$ cat src/aspm_pkg.sv
`default_nettype none
package aspm_pkg;

  localparam int SPEED_W = 16;
  localparam int THR_W   = 10;
  localparam int KIND_W  = 2;
  localparam int CFG_IDX_W  = 2;
  localparam int CFG_DATA_W = 16;

  // sensor kind codes
  localparam logic [KIND_W-1:0] KIND_NONE    = 2'd0;
  localparam logic [KIND_W-1:0] KIND_PITOT   = 2'd1;
  localparam logic [KIND_W-1:0] KIND_VIRTUAL = 2'd2;

  // configuration register indexes
  localparam logic [CFG_IDX_W-1:0] CFG_SENSOR_KIND     = 2'd0;
  localparam logic [CFG_IDX_W-1:0] CFG_FAILURE_THRESH  = 2'd1;
  localparam logic [CFG_IDX_W-1:0] CFG_RECOVERY_THRESH = 2'd2;
  localparam logic [CFG_IDX_W-1:0] CFG_MIN_CHECK_SPEED = 2'd3;

  // configuration reset values
  localparam logic [KIND_W-1:0]  RST_SENSOR_KIND     = KIND_PITOT;
  localparam logic [THR_W-1:0]   RST_FAILURE_THRESH  = 10'd10;
  localparam logic [THR_W-1:0]   RST_RECOVERY_THRESH = 10'd100;
  localparam logic [SPEED_W-1:0] RST_MIN_CHECK_SPEED = 16'd700;

  // plausibility window: 0.3 * ref <= meas <= 2.0 * ref, done as 10*meas vs 3*ref
  localparam int PROD_W = SPEED_W + 4;
  localparam logic [PROD_W-1:0] LO_MEAS_SCALE = 20'd10;
  localparam logic [PROD_W-1:0] LO_REF_SCALE  = 20'd3;

  localparam logic [SPEED_W-1:0] CNT_MAX = '1;

  typedef struct packed {
    logic               healthy;
    logic               calib_done;
    logic               armed;
    logic               gps_fix;
    logic [SPEED_W-1:0] measured_speed;
    logic [SPEED_W-1:0] reference_speed;
  } in_item_t;

  typedef struct packed {
    logic               speed_valid;
    logic               sensor_failed;
    logic [SPEED_W-1:0] speed_estimate;
  } out_item_t;

  typedef struct packed {
    logic [KIND_W-1:0]  sensor_kind;
    logic [THR_W-1:0]   failure_threshold;
    logic [THR_W-1:0]   recovery_threshold;
    logic [SPEED_W-1:0] min_check_speed;
  } cfg_t;

endpackage
`default_nettype wire

$ cat src/aspm_monitor.sv
`default_nettype none
module aspm_monitor (
  input  wire logic               clk,
  input  wire logic               rst_n,
  input  wire logic               step_en,
  input  wire aspm_pkg::in_item_t item,
  input  wire aspm_pkg::cfg_t     cfg,
  output aspm_pkg::out_item_t     result
);

  logic                         failed_r, failed_nxt;
  logic [aspm_pkg::SPEED_W-1:0] fail_cnt_r, fail_cnt_nxt;
  logic [aspm_pkg::SPEED_W-1:0] rec_cnt_r, rec_cnt_nxt;

  logic                         base;
  logic                         ok;
  logic [aspm_pkg::PROD_W-1:0]  meas_x10;
  logic [aspm_pkg::PROD_W-1:0]  ref_x3;
  logic [aspm_pkg::SPEED_W:0]   ref_x2;
  logic [aspm_pkg::SPEED_W-1:0] fc1;
  logic [aspm_pkg::SPEED_W-1:0] rc1;
  logic [aspm_pkg::SPEED_W-1:0] rc2;
  logic                         ff1;
  logic                         valid;

  assign base     = item.healthy & item.calib_done;
  assign meas_x10 = aspm_pkg::PROD_W'(item.measured_speed) * aspm_pkg::LO_MEAS_SCALE;
  assign ref_x3   = aspm_pkg::PROD_W'(item.reference_speed) * aspm_pkg::LO_REF_SCALE;
  assign ref_x2   = {item.reference_speed, 1'b0};

  always_comb begin
    if (!item.gps_fix || item.reference_speed <= cfg.min_check_speed) begin
      ok = 1'b1;
    end else begin
      ok = (meas_x10 >= ref_x3) &&
           ((aspm_pkg::SPEED_W+1)'(item.measured_speed) <= ref_x2);
    end
  end

  always_comb begin
    // failure counter, saturating both ways
    if (!ok) begin
      fc1 = (fail_cnt_r == aspm_pkg::CNT_MAX) ? fail_cnt_r : fail_cnt_r + 1'b1;
    end else begin
      fc1 = (fail_cnt_r == '0) ? fail_cnt_r : fail_cnt_r - 1'b1;
    end

    if (fc1 >= aspm_pkg::SPEED_W'(cfg.failure_threshold)) begin
      ff1 = 1'b1;
      rc1 = '0;
    end else begin
      ff1 = failed_r;
      rc1 = rec_cnt_r;
    end

    rc2 = (rc1 == aspm_pkg::CNT_MAX) ? rc1 : rc1 + 1'b1;

    failed_nxt   = failed_r;
    fail_cnt_nxt = fail_cnt_r;
    rec_cnt_nxt  = rec_cnt_r;
    valid        = base;

    unique case (cfg.sensor_kind)
      aspm_pkg::KIND_VIRTUAL: begin
        valid = base & item.gps_fix;
      end
      aspm_pkg::KIND_NONE: begin
        valid = base;
      end
      default: begin
        // hardware pitot; the unused code behaves the same
        if (base) begin
          if (item.armed) begin
            failed_nxt   = ff1;
            fail_cnt_nxt = fc1;
            rec_cnt_nxt  = rc1;
            if (ff1) begin
              if (ok) begin
                rec_cnt_nxt = rc2;
                if (rc2 >= aspm_pkg::SPEED_W'(cfg.recovery_threshold)) begin
                  failed_nxt   = 1'b0;
                  fail_cnt_nxt = '0;
                  rec_cnt_nxt  = '0;
                end
              end else begin
                rec_cnt_nxt = '0;
              end
            end
          end else begin
            failed_nxt   = 1'b0;
            fail_cnt_nxt = '0;
            rec_cnt_nxt  = '0;
          end
          valid = failed_nxt ? item.gps_fix : 1'b1;
        end else begin
          valid = 1'b0;
        end
      end
    endcase
  end

  always_ff @(posedge clk) begin
    if (!rst_n) begin
      failed_r   <= 1'b0;
      fail_cnt_r <= '0;
      rec_cnt_r  <= '0;
    end else if (step_en) begin
      failed_r   <= failed_nxt;
      fail_cnt_r <= fail_cnt_nxt;
      rec_cnt_r  <= rec_cnt_nxt;
    end
  end

  // a stale failure flag from a previous kind still picks the reference
  assign result.speed_valid    = valid;
  assign result.sensor_failed  = failed_nxt;
  assign result.speed_estimate = (failed_nxt && item.reference_speed != '0) ?
                                 item.reference_speed : item.measured_speed;

endmodule
`default_nettype wire

$ cat src/airspeed_sensor_plausibility_monitor.sv
// data path: input register, then result register, from input beat to result beat
// throughput: one beat per cycle unless stalled; each step updates the failure state
// the input register holds one more beat while a finished result waits on out_stall
// reset: synchronous active-low rst_n clears both stages and the failure state,
// and loads the register defaults (pitot, 10, 100, 700 cm/s)
`default_nettype none
module airspeed_sensor_plausibility_monitor (
  input  wire logic                            clk,
  input  wire logic                            rst_n,
  input  wire logic                            in_valid,
  output logic                                 in_stall,
  input  wire aspm_pkg::in_item_t              in_data,
  output logic                                 out_valid,
  input  wire logic                            out_stall,
  output aspm_pkg::out_item_t                  out_data,
  input  wire logic                            cfg_valid,
  output logic                                 cfg_ready,
  input  wire logic [aspm_pkg::CFG_IDX_W-1:0]  cfg_index,
  input  wire logic [aspm_pkg::CFG_DATA_W-1:0] cfg_data
);

  aspm_pkg::cfg_t      cfg_r;
  logic                in_vld_r, in_vld_nxt;
  aspm_pkg::in_item_t  in_item_r;
  logic                out_vld_r, out_vld_nxt;
  aspm_pkg::out_item_t out_item_r;
  aspm_pkg::out_item_t step_result;
  logic                advance;
  logic                in_take;
  logic                step_en;

  assign cfg_ready = 1'b1;

  always_ff @(posedge clk) begin
    if (!rst_n) begin
      cfg_r.sensor_kind        <= aspm_pkg::RST_SENSOR_KIND;
      cfg_r.failure_threshold  <= aspm_pkg::RST_FAILURE_THRESH;
      cfg_r.recovery_threshold <= aspm_pkg::RST_RECOVERY_THRESH;
      cfg_r.min_check_speed    <= aspm_pkg::RST_MIN_CHECK_SPEED;
    end else if (cfg_valid && cfg_ready) begin
      unique case (cfg_index)
        aspm_pkg::CFG_SENSOR_KIND: begin
          cfg_r.sensor_kind <= cfg_data[aspm_pkg::KIND_W-1:0];
        end
        aspm_pkg::CFG_FAILURE_THRESH: begin
          cfg_r.failure_threshold <= cfg_data[aspm_pkg::THR_W-1:0];
        end
        aspm_pkg::CFG_RECOVERY_THRESH: begin
          cfg_r.recovery_threshold <= cfg_data[aspm_pkg::THR_W-1:0];
        end
        aspm_pkg::CFG_MIN_CHECK_SPEED: begin
          cfg_r.min_check_speed <= cfg_data[aspm_pkg::SPEED_W-1:0];
        end
        default: begin
        end
      endcase
    end
  end

  // result register frees when empty or drained this cycle
  assign advance  = !out_vld_r || !out_stall;
  assign in_stall = in_vld_r && !advance;
  assign in_take  = in_valid && !in_stall;
  assign step_en  = in_vld_r && advance;

  always_comb begin
    if (in_take) begin
      in_vld_nxt = 1'b1;
    end else if (advance) begin
      in_vld_nxt = 1'b0;
    end else begin
      in_vld_nxt = in_vld_r;
    end
    out_vld_nxt = advance ? in_vld_r : out_vld_r;
  end

  always_ff @(posedge clk) begin
    if (!rst_n) begin
      in_vld_r  <= 1'b0;
      out_vld_r <= 1'b0;
    end else begin
      in_vld_r  <= in_vld_nxt;
      out_vld_r <= out_vld_nxt;
    end
  end

  always_ff @(posedge clk) begin
    if (in_take) begin
      in_item_r <= in_data;
    end
    if (step_en) begin
      out_item_r <= step_result;
    end
  end

  aspm_monitor u_monitor (
    .clk     (clk),
    .rst_n   (rst_n),
    .step_en (step_en),
    .item    (in_item_r),
    .cfg     (cfg_r),
    .result  (step_result)
  );

  assign out_valid = out_vld_r;
  assign out_data  = out_item_r;

endmodule
`default_nettype wire

$ cat config.mk
export PLATFORM = sky130hd
export DESIGN_NAME = airspeed_sensor_plausibility_monitor
export DESIGN_NICKNAME = d
export VERILOG_FILES = /design/src/aspm_pkg.sv /design/src/aspm_monitor.sv /design/src/airspeed_sensor_plausibility_monitor.sv
export SDC_FILE = /design/constraint.sdc
export NUM_CORES = 1
export LEC_CHECK = 0
export BUFFER_PORTS_ARGS = -buffer_cell sky130_fd_sc_hd__buf_2
export CAP_MARGIN = 5
export CORE_MARGIN = 10
export CORE_UTILIZATION = 66
export CTS_BUF_LIST = sky130_fd_sc_hd__clkbuf_4 sky130_fd_sc_hd__clkbuf_8 sky130_fd_sc_hd__clkbuf_16
export DETAILED_ROUTE_END_ITERATION = 7
export PLACE_DENSITY = 0.87
export SYNTH_ARGS = -nofsm -noshare
export SYNTH_HDL_FRONTEND = slang
export SYNTH_SLANG_ARGS = --single-unit
$ cat constraint.sdc
create_clock -name clk -period 30.4 [get_ports clk]
set_input_delay 3.04 -clock clk [delete_from_list [all_inputs] [get_ports clk]]
set_output_delay 3.04 -clock clk [all_outputs]
set_load 0.02 [all_outputs]
# Word level (Yosys, flattened, before mapping)
# Cells that the tools add are included.
# totals
reg_bits	127
input_bits	59
out_inout_bits	21
elab_cells	89
# classes
add_sub_neg	3
n_mul	2
order_cmp	5
n_eq_ne	6
n_mux	29
bitwise_logic	3
n_reduce_logical	23
# ops
cell	count
2-to-1 mux 16 bit	14
adder 16 x 1 -> 16 bit (second input constant)	2
== test 16 bit (second input constant)	2
greater-or-equal comparator 16 x 10 -> 1 bit	2
greater-or-equal comparator 20 x 18 -> 1 bit	1
multiplier 16 x 3 -> 19 bit (second input constant)	1
multiplier 16 x 2 -> 18 bit (second input constant)	1
<= comparator 16 x 17 -> 1 bit	1
<= comparator 16 bit	1
zero test 16 bit	1
nonzero test 16 bit	1
subtractor 16 x 1 -> 16 bit (second input constant)	1
2-to-1 mux 1 bit	14
AND reduction 2 bit	4
== test 2 bit (second input constant)	3
logical AND 1 bit	5
zero test 1 bit	5
zero test 2 bit	2
AND reduction 3 bit	1
AND 1 bit	2
== test 2 x 1 -> 1 bit (second input constant)	1
logical OR 1 bit	2
case mux 1 bit (2 select lines)	1
nonzero test 2 bit	1
other kinds (2)	2

# Logic depth before layout (Yosys ltp)
# Gate-level depths: netlist of the first run.
# logic_depth
word_depth	20
depth_mapped	51
mapped_depth_nobuf	47

# Hierarchy
# Synthesis of the first run repeated with hierarchy kept, for this count alone.
# unflattened
hier_cells	1023
area_unflattened_um2	9464.1
# by_module_without_submodules
mod	n_inst	cells_each	area_each_um2	seq_area_each_um2
aspm_monitor	1	800	6159.7	660.6
airspeed_sensor_plausibility_monitor	1	223	3304.4	2422.3

# Worst setup path after synthesis of the first run
# No wires, ideal clock.
# synth_timing
path_kind	register -> register
startpoint	reg in_item_r[1] in the netlist's numbering
endpoint	reg out_item_r (netlist bit out_data[10]), data pin
setup_ns	0.260
t_arrival_ns	10.759
required_ns	30.140
setup_slack_ns	19.381
path_stages_with_launch	48
path_buffers	5
period_less_slack_ns	11.019
path_cell_list	edfxtp_1 > ha_1 > fa_1 > a21o_1 > a21oi_1 > o21bai_1 > a21oi_1 > o21ai_0 > a2111o_1 > a31o_2 > a21oi_1 > xor2_1 > ha_1 > a211oi_1 > o221ai_1 > a2111oi_0 > nor2_1 > a211o_1 > [12 not listed] > clkbuf_1 > nor2b_1 > ha_1 > and3_1 > a31oi_1 > and3_1 > and3_1 > xnor2_1 > nor2_1 > ha_1 > o31a_1 > a32o_1 > a211oi_1 > o21ai_1 > a21bo_2 > a221oi_4 > buf_12 > mux2_4
# synth_lines
item	line	rtl
start, declared	airspeed_sensor_plausibility_monitor.sv:24	aspm_pkg::in_item_t in_item_r;
start signal, assigned	airspeed_sensor_plausibility_monitor.sv:89	in_item_r <= in_data;
end signal, assigned	airspeed_sensor_plausibility_monitor.sv:92	out_item_r <= step_result;
end, declared	airspeed_sensor_plausibility_monitor.sv:26	aspm_pkg::out_item_t out_item_r;

==> results of run 1 <==
cells in the mapped netlist (7+ instances only):
library cell	instances
nor2_1	55
o211ai_1	18
xnor2_1	26
mux2_4	9
inv_1	72
xor2_1	15
nor3b_1	7
nand3_1	25
dfxtp_1	73
nand4_1	20
ha_1	122
mux2_2	10
a21o_1	20
o21a_1	11
and4_1	7
or3_1	11
a21oi_1	75
buf_2	14
a211oi_1	7
nand2_1	117
mux2i_1	19
a31oi_1	9
nor3_1	18
a22o_1	10
edfxtp_1	54
nor2b_1	11
clkbuf_1	26
and3_1	25
o21ai_0	27
nand2b_1	7
and2_1	8
path summary, 6_finish.rpt:
check | from | cells after the start | slack (ps) | endpoint
worst max-delay path | in_item_r[1] | 43 | 17850 | out_data[3]
worst min-delay path | cfg_r[34] | 2 | 460 | cfg_r[34]
worst max register to register | in_item_r[1] | 43 | 17850 | out_data[3]
worst min register to register | cfg_r[34] | 2 | 460 | cfg_r[34]
layout by cell type (no fill, tap or decap), types with 7 or more instances in the layout:
cell / instances
and4_1: 7
xor2_1: 15
or3_1: 11
a31oi_1: 9
a211oi_1: 7
and3_1: 25
nor2b_1: 10
o211ai_1: 18
buf_2: 78
nand2_1: 117
a21o_1: 20
and2_1: 8
mux2_4: 9
nand3_1: 25
edfxtp_1: 54
a22o_1: 10
nor3b_1: 7
ha_1: 122
nor3_1: 18
xnor2_1: 26
nand2b_1: 7
nand4_1: 20
mux2_2: 10
inv_1: 72
dfxtp_1: 73
o21a_1: 11
a21oi_1: 75
mux2i_1: 19
nor2_1: 55
o21ai_0: 27
clkbuf_16: 17
flip-flops by register name, indices dropped and copies added (netlist names):
register,count
cfg_r,38
in_item_r,36
in_vld_r,1
out_data,18
out_valid,1
u_monitor.fail_cnt_r,16
u_monitor.failed_r,1
u_monitor.rec_cnt_r,16
kinds of logic after synthesis:
| kind of cell | share of synthesized area |
|---|---|
| AO/OA/AOI/OAI | 0.179 |
| buffers and inverters | 0.0523 |
| AND/OR/NAND/NOR | 0.185 |
| flip-flops | 0.330 |
| XOR/XNOR | 0.0385 |
| other | 0.000402 |
| adder cells (fa/ha/maj) | 0.168 |
| multiplexers | 0.0469 |
stage by stage:
stage / util / hold WS, ps / power (W) / setup WS (ps) / area [µm²]
after floorplan: - / 436 / 0.000297 / 19380 / 9340
after global placement: 0.704 / 443 / 0.000323 / 18530 / 9770
after detailed placement: 0.704 / 446 / 0.000327 / 18050 / 9770
after CTS: 0.747 / 454 / 0.000535 / 18030 / 10400
after global routing: 0.747 / 478 / 0.000561 / 16900 / 10400
final: 0.747 / 455 / 0.000537 / 17850 / 10400
power groups by stage:
stage	clock, W	sequential, W	combinational, W
global route	0.000217	0.000193	0.000150
floorplan	0	0.000195	0.000101
detailed placement	0	0.000196	0.000131
global placement	0	0.000196	0.000127
CTS	0.000209	0.000193	0.000133
finish	0.000209	0.000193	0.000135
layout make-up:
cell class                      count  area, µm²
Timing Repair Buffer               80        405
Clock inverter                     14        168
Inverter                           73        274
Fill cell                         997       3510
Clock buffer                       18        433
Tap cell                          180        225
Sequential cell                   127       3080
Multi-Input combinational cell    786       5780
routing by layer:
layer  track usage  up-vias
li1              -     3890
met1         0.276     3898
met2         0.435      304
met3        0.0568       80
met4         0.109        0
met5             0        -
worst min-delay path, stage by stage (launching register included):
cell     delay [ps]
dfxtp_1         310
nand2_1          50
a21oi_1          50
==> results.cfg, run 1 <==
[clock_network]
clock-root-buffer = clkbuf_16
cts_buffers = 17
clk_path_buf_depth = 2
worstSkewPairLatency_ps = 430
post_cts_buffers = 0
htreeDepth = 4
cts_sinks = 127
cts_hold_buf = 0
tritoncts = built
cts_resized = 0
clk_pin_slew_worst_paths_ps = 60

[synthesis]
synth-edff-count = 54
async_reset_ff_frac = 0
syn-instance-count = 1031
syn_nets = 1214
synth_top_area_frac = 0.174
synthFlopType = dfxtp_1
seq_area_frac_synth = 0.330
avgSynthCellArea_um2 = 9.06
syn_area_um2 = 9340
synthTopCellsByArea = edfxtp_1 17%, ha_1 16%, dfxtp_1 16%
ys_seq_elements = 127
synth_area_leader_cell = edfxtp_1
yosysWarnings = 0
yosysUniqueCellTypes = 83

[hold_path]
hold_class = reg -> reg

[floorplan]
fp.dieH_um = 139
dieArea_um2 = 19300
fp.dieW_um = 139
start_util = 0.673
ios = 80
core_area_um2 = 13900
rows = 43

[global_route]
overflow = 0
grtUsageTotal = 0.246
grt_pass1_vias = 8230
antenna_found_initial = 0
grt_first_pass_wirelength_um = 39800
grt_start_max_net_pins = 37

[critical_path]
critical_path_buf_inv_count = 1
cp.required_ps = 30580
crit_path_max_incr_delay_ps = 980
cp_common_cell = ha_1
worst_setup_path_end_kind = flip-flop
cp-start-kind = flip-flop
path_max_fanout = 16
cp.arrival_ps = 12730
cp_slowest_cell = a221oi_4
cp_top_family = compound AO/OA/AOI/OAI gates
path_class = reg -> reg

[timing]
slew_headroom = 0.207
maxSlewViolCount = 0
maxClockFrequency_ghz = 0.0797
skew_ps = 8.66
hold_viol = 0
finalCritPeriodShare = 0.413
min_period_ps = 12550
tightest_slew_ps = 1190
rsz0062_at_grt = no
finalSetupViolations = 0
finalSetupTns_ps = 0

[layout]
layout.nets = 1268
drive_gt1_frac = 0.138
area_growth_pct = 11.0
diodes = 0
stdcell_count = 1278

[routing]
routed.top_layer = met4
vias = 8172
wl_per_cell_um = 19.0
wirelength_um = 24300
remaining_drc_errors = 0
ant_nets = 0
firstDrtPassIters = 6
wl_met2_um = 12300
drt_iter0_drc = 738
wl_met3_um = 1410
wl_met1_um = 9710
viasPerCell = 6.39

[outcome]
status = finished clean

[pwr]
swShare = 0.309
p_int_w = 0.000371
comb_power_share = 0.252
leakage_nw = 4.53
p_seq_frac = 0.359
power_density_nw_per_um2 = 51.8
p_switching_w = 0.000166
vdd_drop_max_mv = 0.0525
power_frac_clock = 0.389

[job]
drv_cap = 0

[placement]
dp_hpwl_um = 18000
dpl.cell_count = 1246
port_buffers = 78
place_congestion = 0.948
Power figures use the tool's default switching activity.
==> run 2: changes to the inputs <==
--- a/config.mk
+++ b/config.mk
@@ -8,10 +8,10 @@
 export BUFFER_PORTS_ARGS = -buffer_cell sky130_fd_sc_hd__buf_2
 export CAP_MARGIN = 5
 export CORE_MARGIN = 10
-export CORE_UTILIZATION = 66
+export CORE_UTILIZATION = 55
 export CTS_BUF_LIST = sky130_fd_sc_hd__clkbuf_4 sky130_fd_sc_hd__clkbuf_8 sky130_fd_sc_hd__clkbuf_16
 export DETAILED_ROUTE_END_ITERATION = 7
-export PLACE_DENSITY = 0.87
+export PLACE_DENSITY = 0.77
 export SYNTH_ARGS = -nofsm -noshare
 export SYNTH_HDL_FRONTEND = slang
 export SYNTH_SLANG_ARGS = --single-unit
==> constraint.sdc (replaced) <==
create_clock -name clk -period 10.5 [get_ports clk]
set_input_delay 1.05 -clock clk [delete_from_list [all_inputs] [get_ports clk]]
set_output_delay 1.05 -clock clk [all_outputs]
set_load 0.02 [all_outputs]
==> run 2 against run 1 <==
Net effect:
- first-iteration DRC count rose by 7.6%
- final area is 4.8% higher
- combinational power grew to 3.4 times the previous value
- largest cell class unchanged
- clock power rose to 2.8 times the previous value
- final cell count is 5.6% higher
- worst setup slack worse by 18000 ps
- die area rose by 17%
- non-clock buffer count up 31
- critical path depth shrank 1
==> results.cfg, run 2 (synthesized netlist as in run 1, its figures left out) <==
[outcome]
status = finished clean

[pwr]
p_int_w = 0.00111
p_seq_frac = 0.349
leakage_nw = 4.73
comb_power_share = 0.288
p_switching_w = 0.000491
power_density_nw_per_um2 = 147
vdd_drop_max_mv = 0.135
swShare = 0.307
p_total_w = 0.00160
power_frac_clock = 0.363

[global_route]
grtUsageTotal = 0.219
overflow = 0
grt_pass1_vias = 8078
antenna_found_initial = 0
grt_start_max_net_pins = 37
grt_first_pass_wirelength_um = 39800

[hold_path]
holdCritStartpoint = cfg_r[10]
hold_depth = 2
min_to = cfg_r[10]
hold_class = reg -> reg

[timing]
tightest_slew_ps = 1010
min_period_ps = 10310
maxClockFrequency_ghz = 0.0970
finalSetupTns_ps = 0
slew_headroom = 0.327
rsz0062_at_grt = yes
finalSetupViolations = 0
maxSlewViolCount = 0
hold_viol = 0
whs_ps = 456
finalCritPeriodShare = 0.982
skew_ps = 11.6

[critical_path]
cp_common_cell = ha_1
worst_setup_path_end_kind = flip-flop
path_class = reg -> reg
reg2reg_from = in_item_r[2]
crit_path_max_incr_delay_ps = 500
cp_slowest_cell = edfxtp_1
cp.arrival_ps = 10480
path_max_fanout = 8
cp_top_family = compound AO/OA/AOI/OAI gates
reg2reg_slack_ps = 190
cp.required_ps = 10670
reg2reg_depth = 42
cp-start-kind = flip-flop
critical_path_buf_inv_count = 2
rr_endpoint = out_data[13]

[routing]
wirelength_um = 25200
ant_nets = 0
vias = 8208
viasPerCell = 6.08
remaining_drc_errors = 0
firstDrtPassIters = 5
drt_iter0_drc = 794
wl_per_cell_um = 18.7

[clock_network]
clk_pin_slew_worst_paths_ps = 60
worstSkewPairLatency_ps = 430
htreeDepth = 4
clk_path_buf_depth = 2
tritoncts = built
clock-root-buffer = clkbuf_16
cts_sinks = 127
cts_buffers = 17

[placement]
place_congestion = 0.951
port_buffers = 78
dp_hpwl_um = 18400

[floorplan]
fp.dieH_um = 150
ios = 80
rows = 47
dieArea_um2 = 22600
core_area_um2 = 16600
start_util = 0.563
fp.dieW_um = 150

[layout]
largest_reg_flops = 38
area_growth_pct = 16.4
drive_gt1_frac = 0.193
diodes = 0
layout_commonest_cell = ha_1
most-common-layout-cells = 119 x ha_1, 116 x nand2_1, 78 x buf_2
layout.nets = 1299
largest_register = cfg_r

[job]
drv_cap = 0
[run 2: power groups by stage]
stage | clock network (W) | registers, W | logic, W
after floorplan | 0 | 0.000566 | 0.000309
after global placement | 0 | 0.000568 | 0.000393
after detailed placement | 0 | 0.000568 | 0.000402
after CTS | 0.000585 | 0.000558 | 0.000427
after global routing | 0.000609 | 0.000560 | 0.000504
final | 0.000581 | 0.000558 | 0.000461
[run 2: layout make-up]
class | instances | area, µm²
clock buffer | 26 | 523
clock inverter | 6 | 56.3
fill | 1322 | 5720
inverter | 73 | 274
multi-input combinational | 786 | 5980
sequential | 127 | 3080
tap | 220 | 275
timing repair buffer | 111 | 676
[run 2: per-layer routing]
layer	global-route usage	up-vias	wire, µm
met2	0.384	307	12500
met1	0.254	3878	10400
met5	0	-	0
li1	-	3953	-
met3	0.0477	70	1420
met4	0.0889	0	834
[run 2: tightest hold or removal path: stages (launching register included)]
cell and delay (ps):
dfxtp_1 310, nand2_1 50, a21oi_1 50
[run 2: worst max-delay path by stage]
| stage | depth (start not counted) | endpoint | start |
|---|---|---|---|
| 2_1_floorplan | 47 | out_data[10] | in_item_r[1] |
| 3_3_place_gp | 44 | out_data[0] | in_item_r[1] |
| 3_5_place_dp | 44 | out_data[5] | in_item_r[1] |
| 4_1_cts | 44 | out_data[5] | in_item_r[1] |
| 5_1_grt | 42 | out_data[13] | in_item_r[2] |
| 6_report | 42 | out_data[13] | in_item_r[2] |
[run 2: through the flow]
stage | cell area (µm²) | setup WS [ps] | instances | utilization
3_5_place_dp | 9920 | -50.1 | 1294 | 0.598
3_3_place_gp | 9920 | 255 | 1294 | 0.598
6_report | 10900 | 188 | 1349 | 0.655
5_1_grt | 10900 | -272 | 1349 | 0.655
4_1_cts | 10600 | 28.0 | 1333 | 0.640
2_1_floorplan | 9400 | 59.6 | 1031 | -
[run 2: repair_timing]
action                                 4_1_cts  5_1_grt
gates resized for setup                     10       34
hold buffers                                 0        0
cloned                                       1        0
pin swaps                                    7       28
buffers inserted                             6       16
setup endpoints to repair                   15       45
endpoints found under the hold margin        0        0
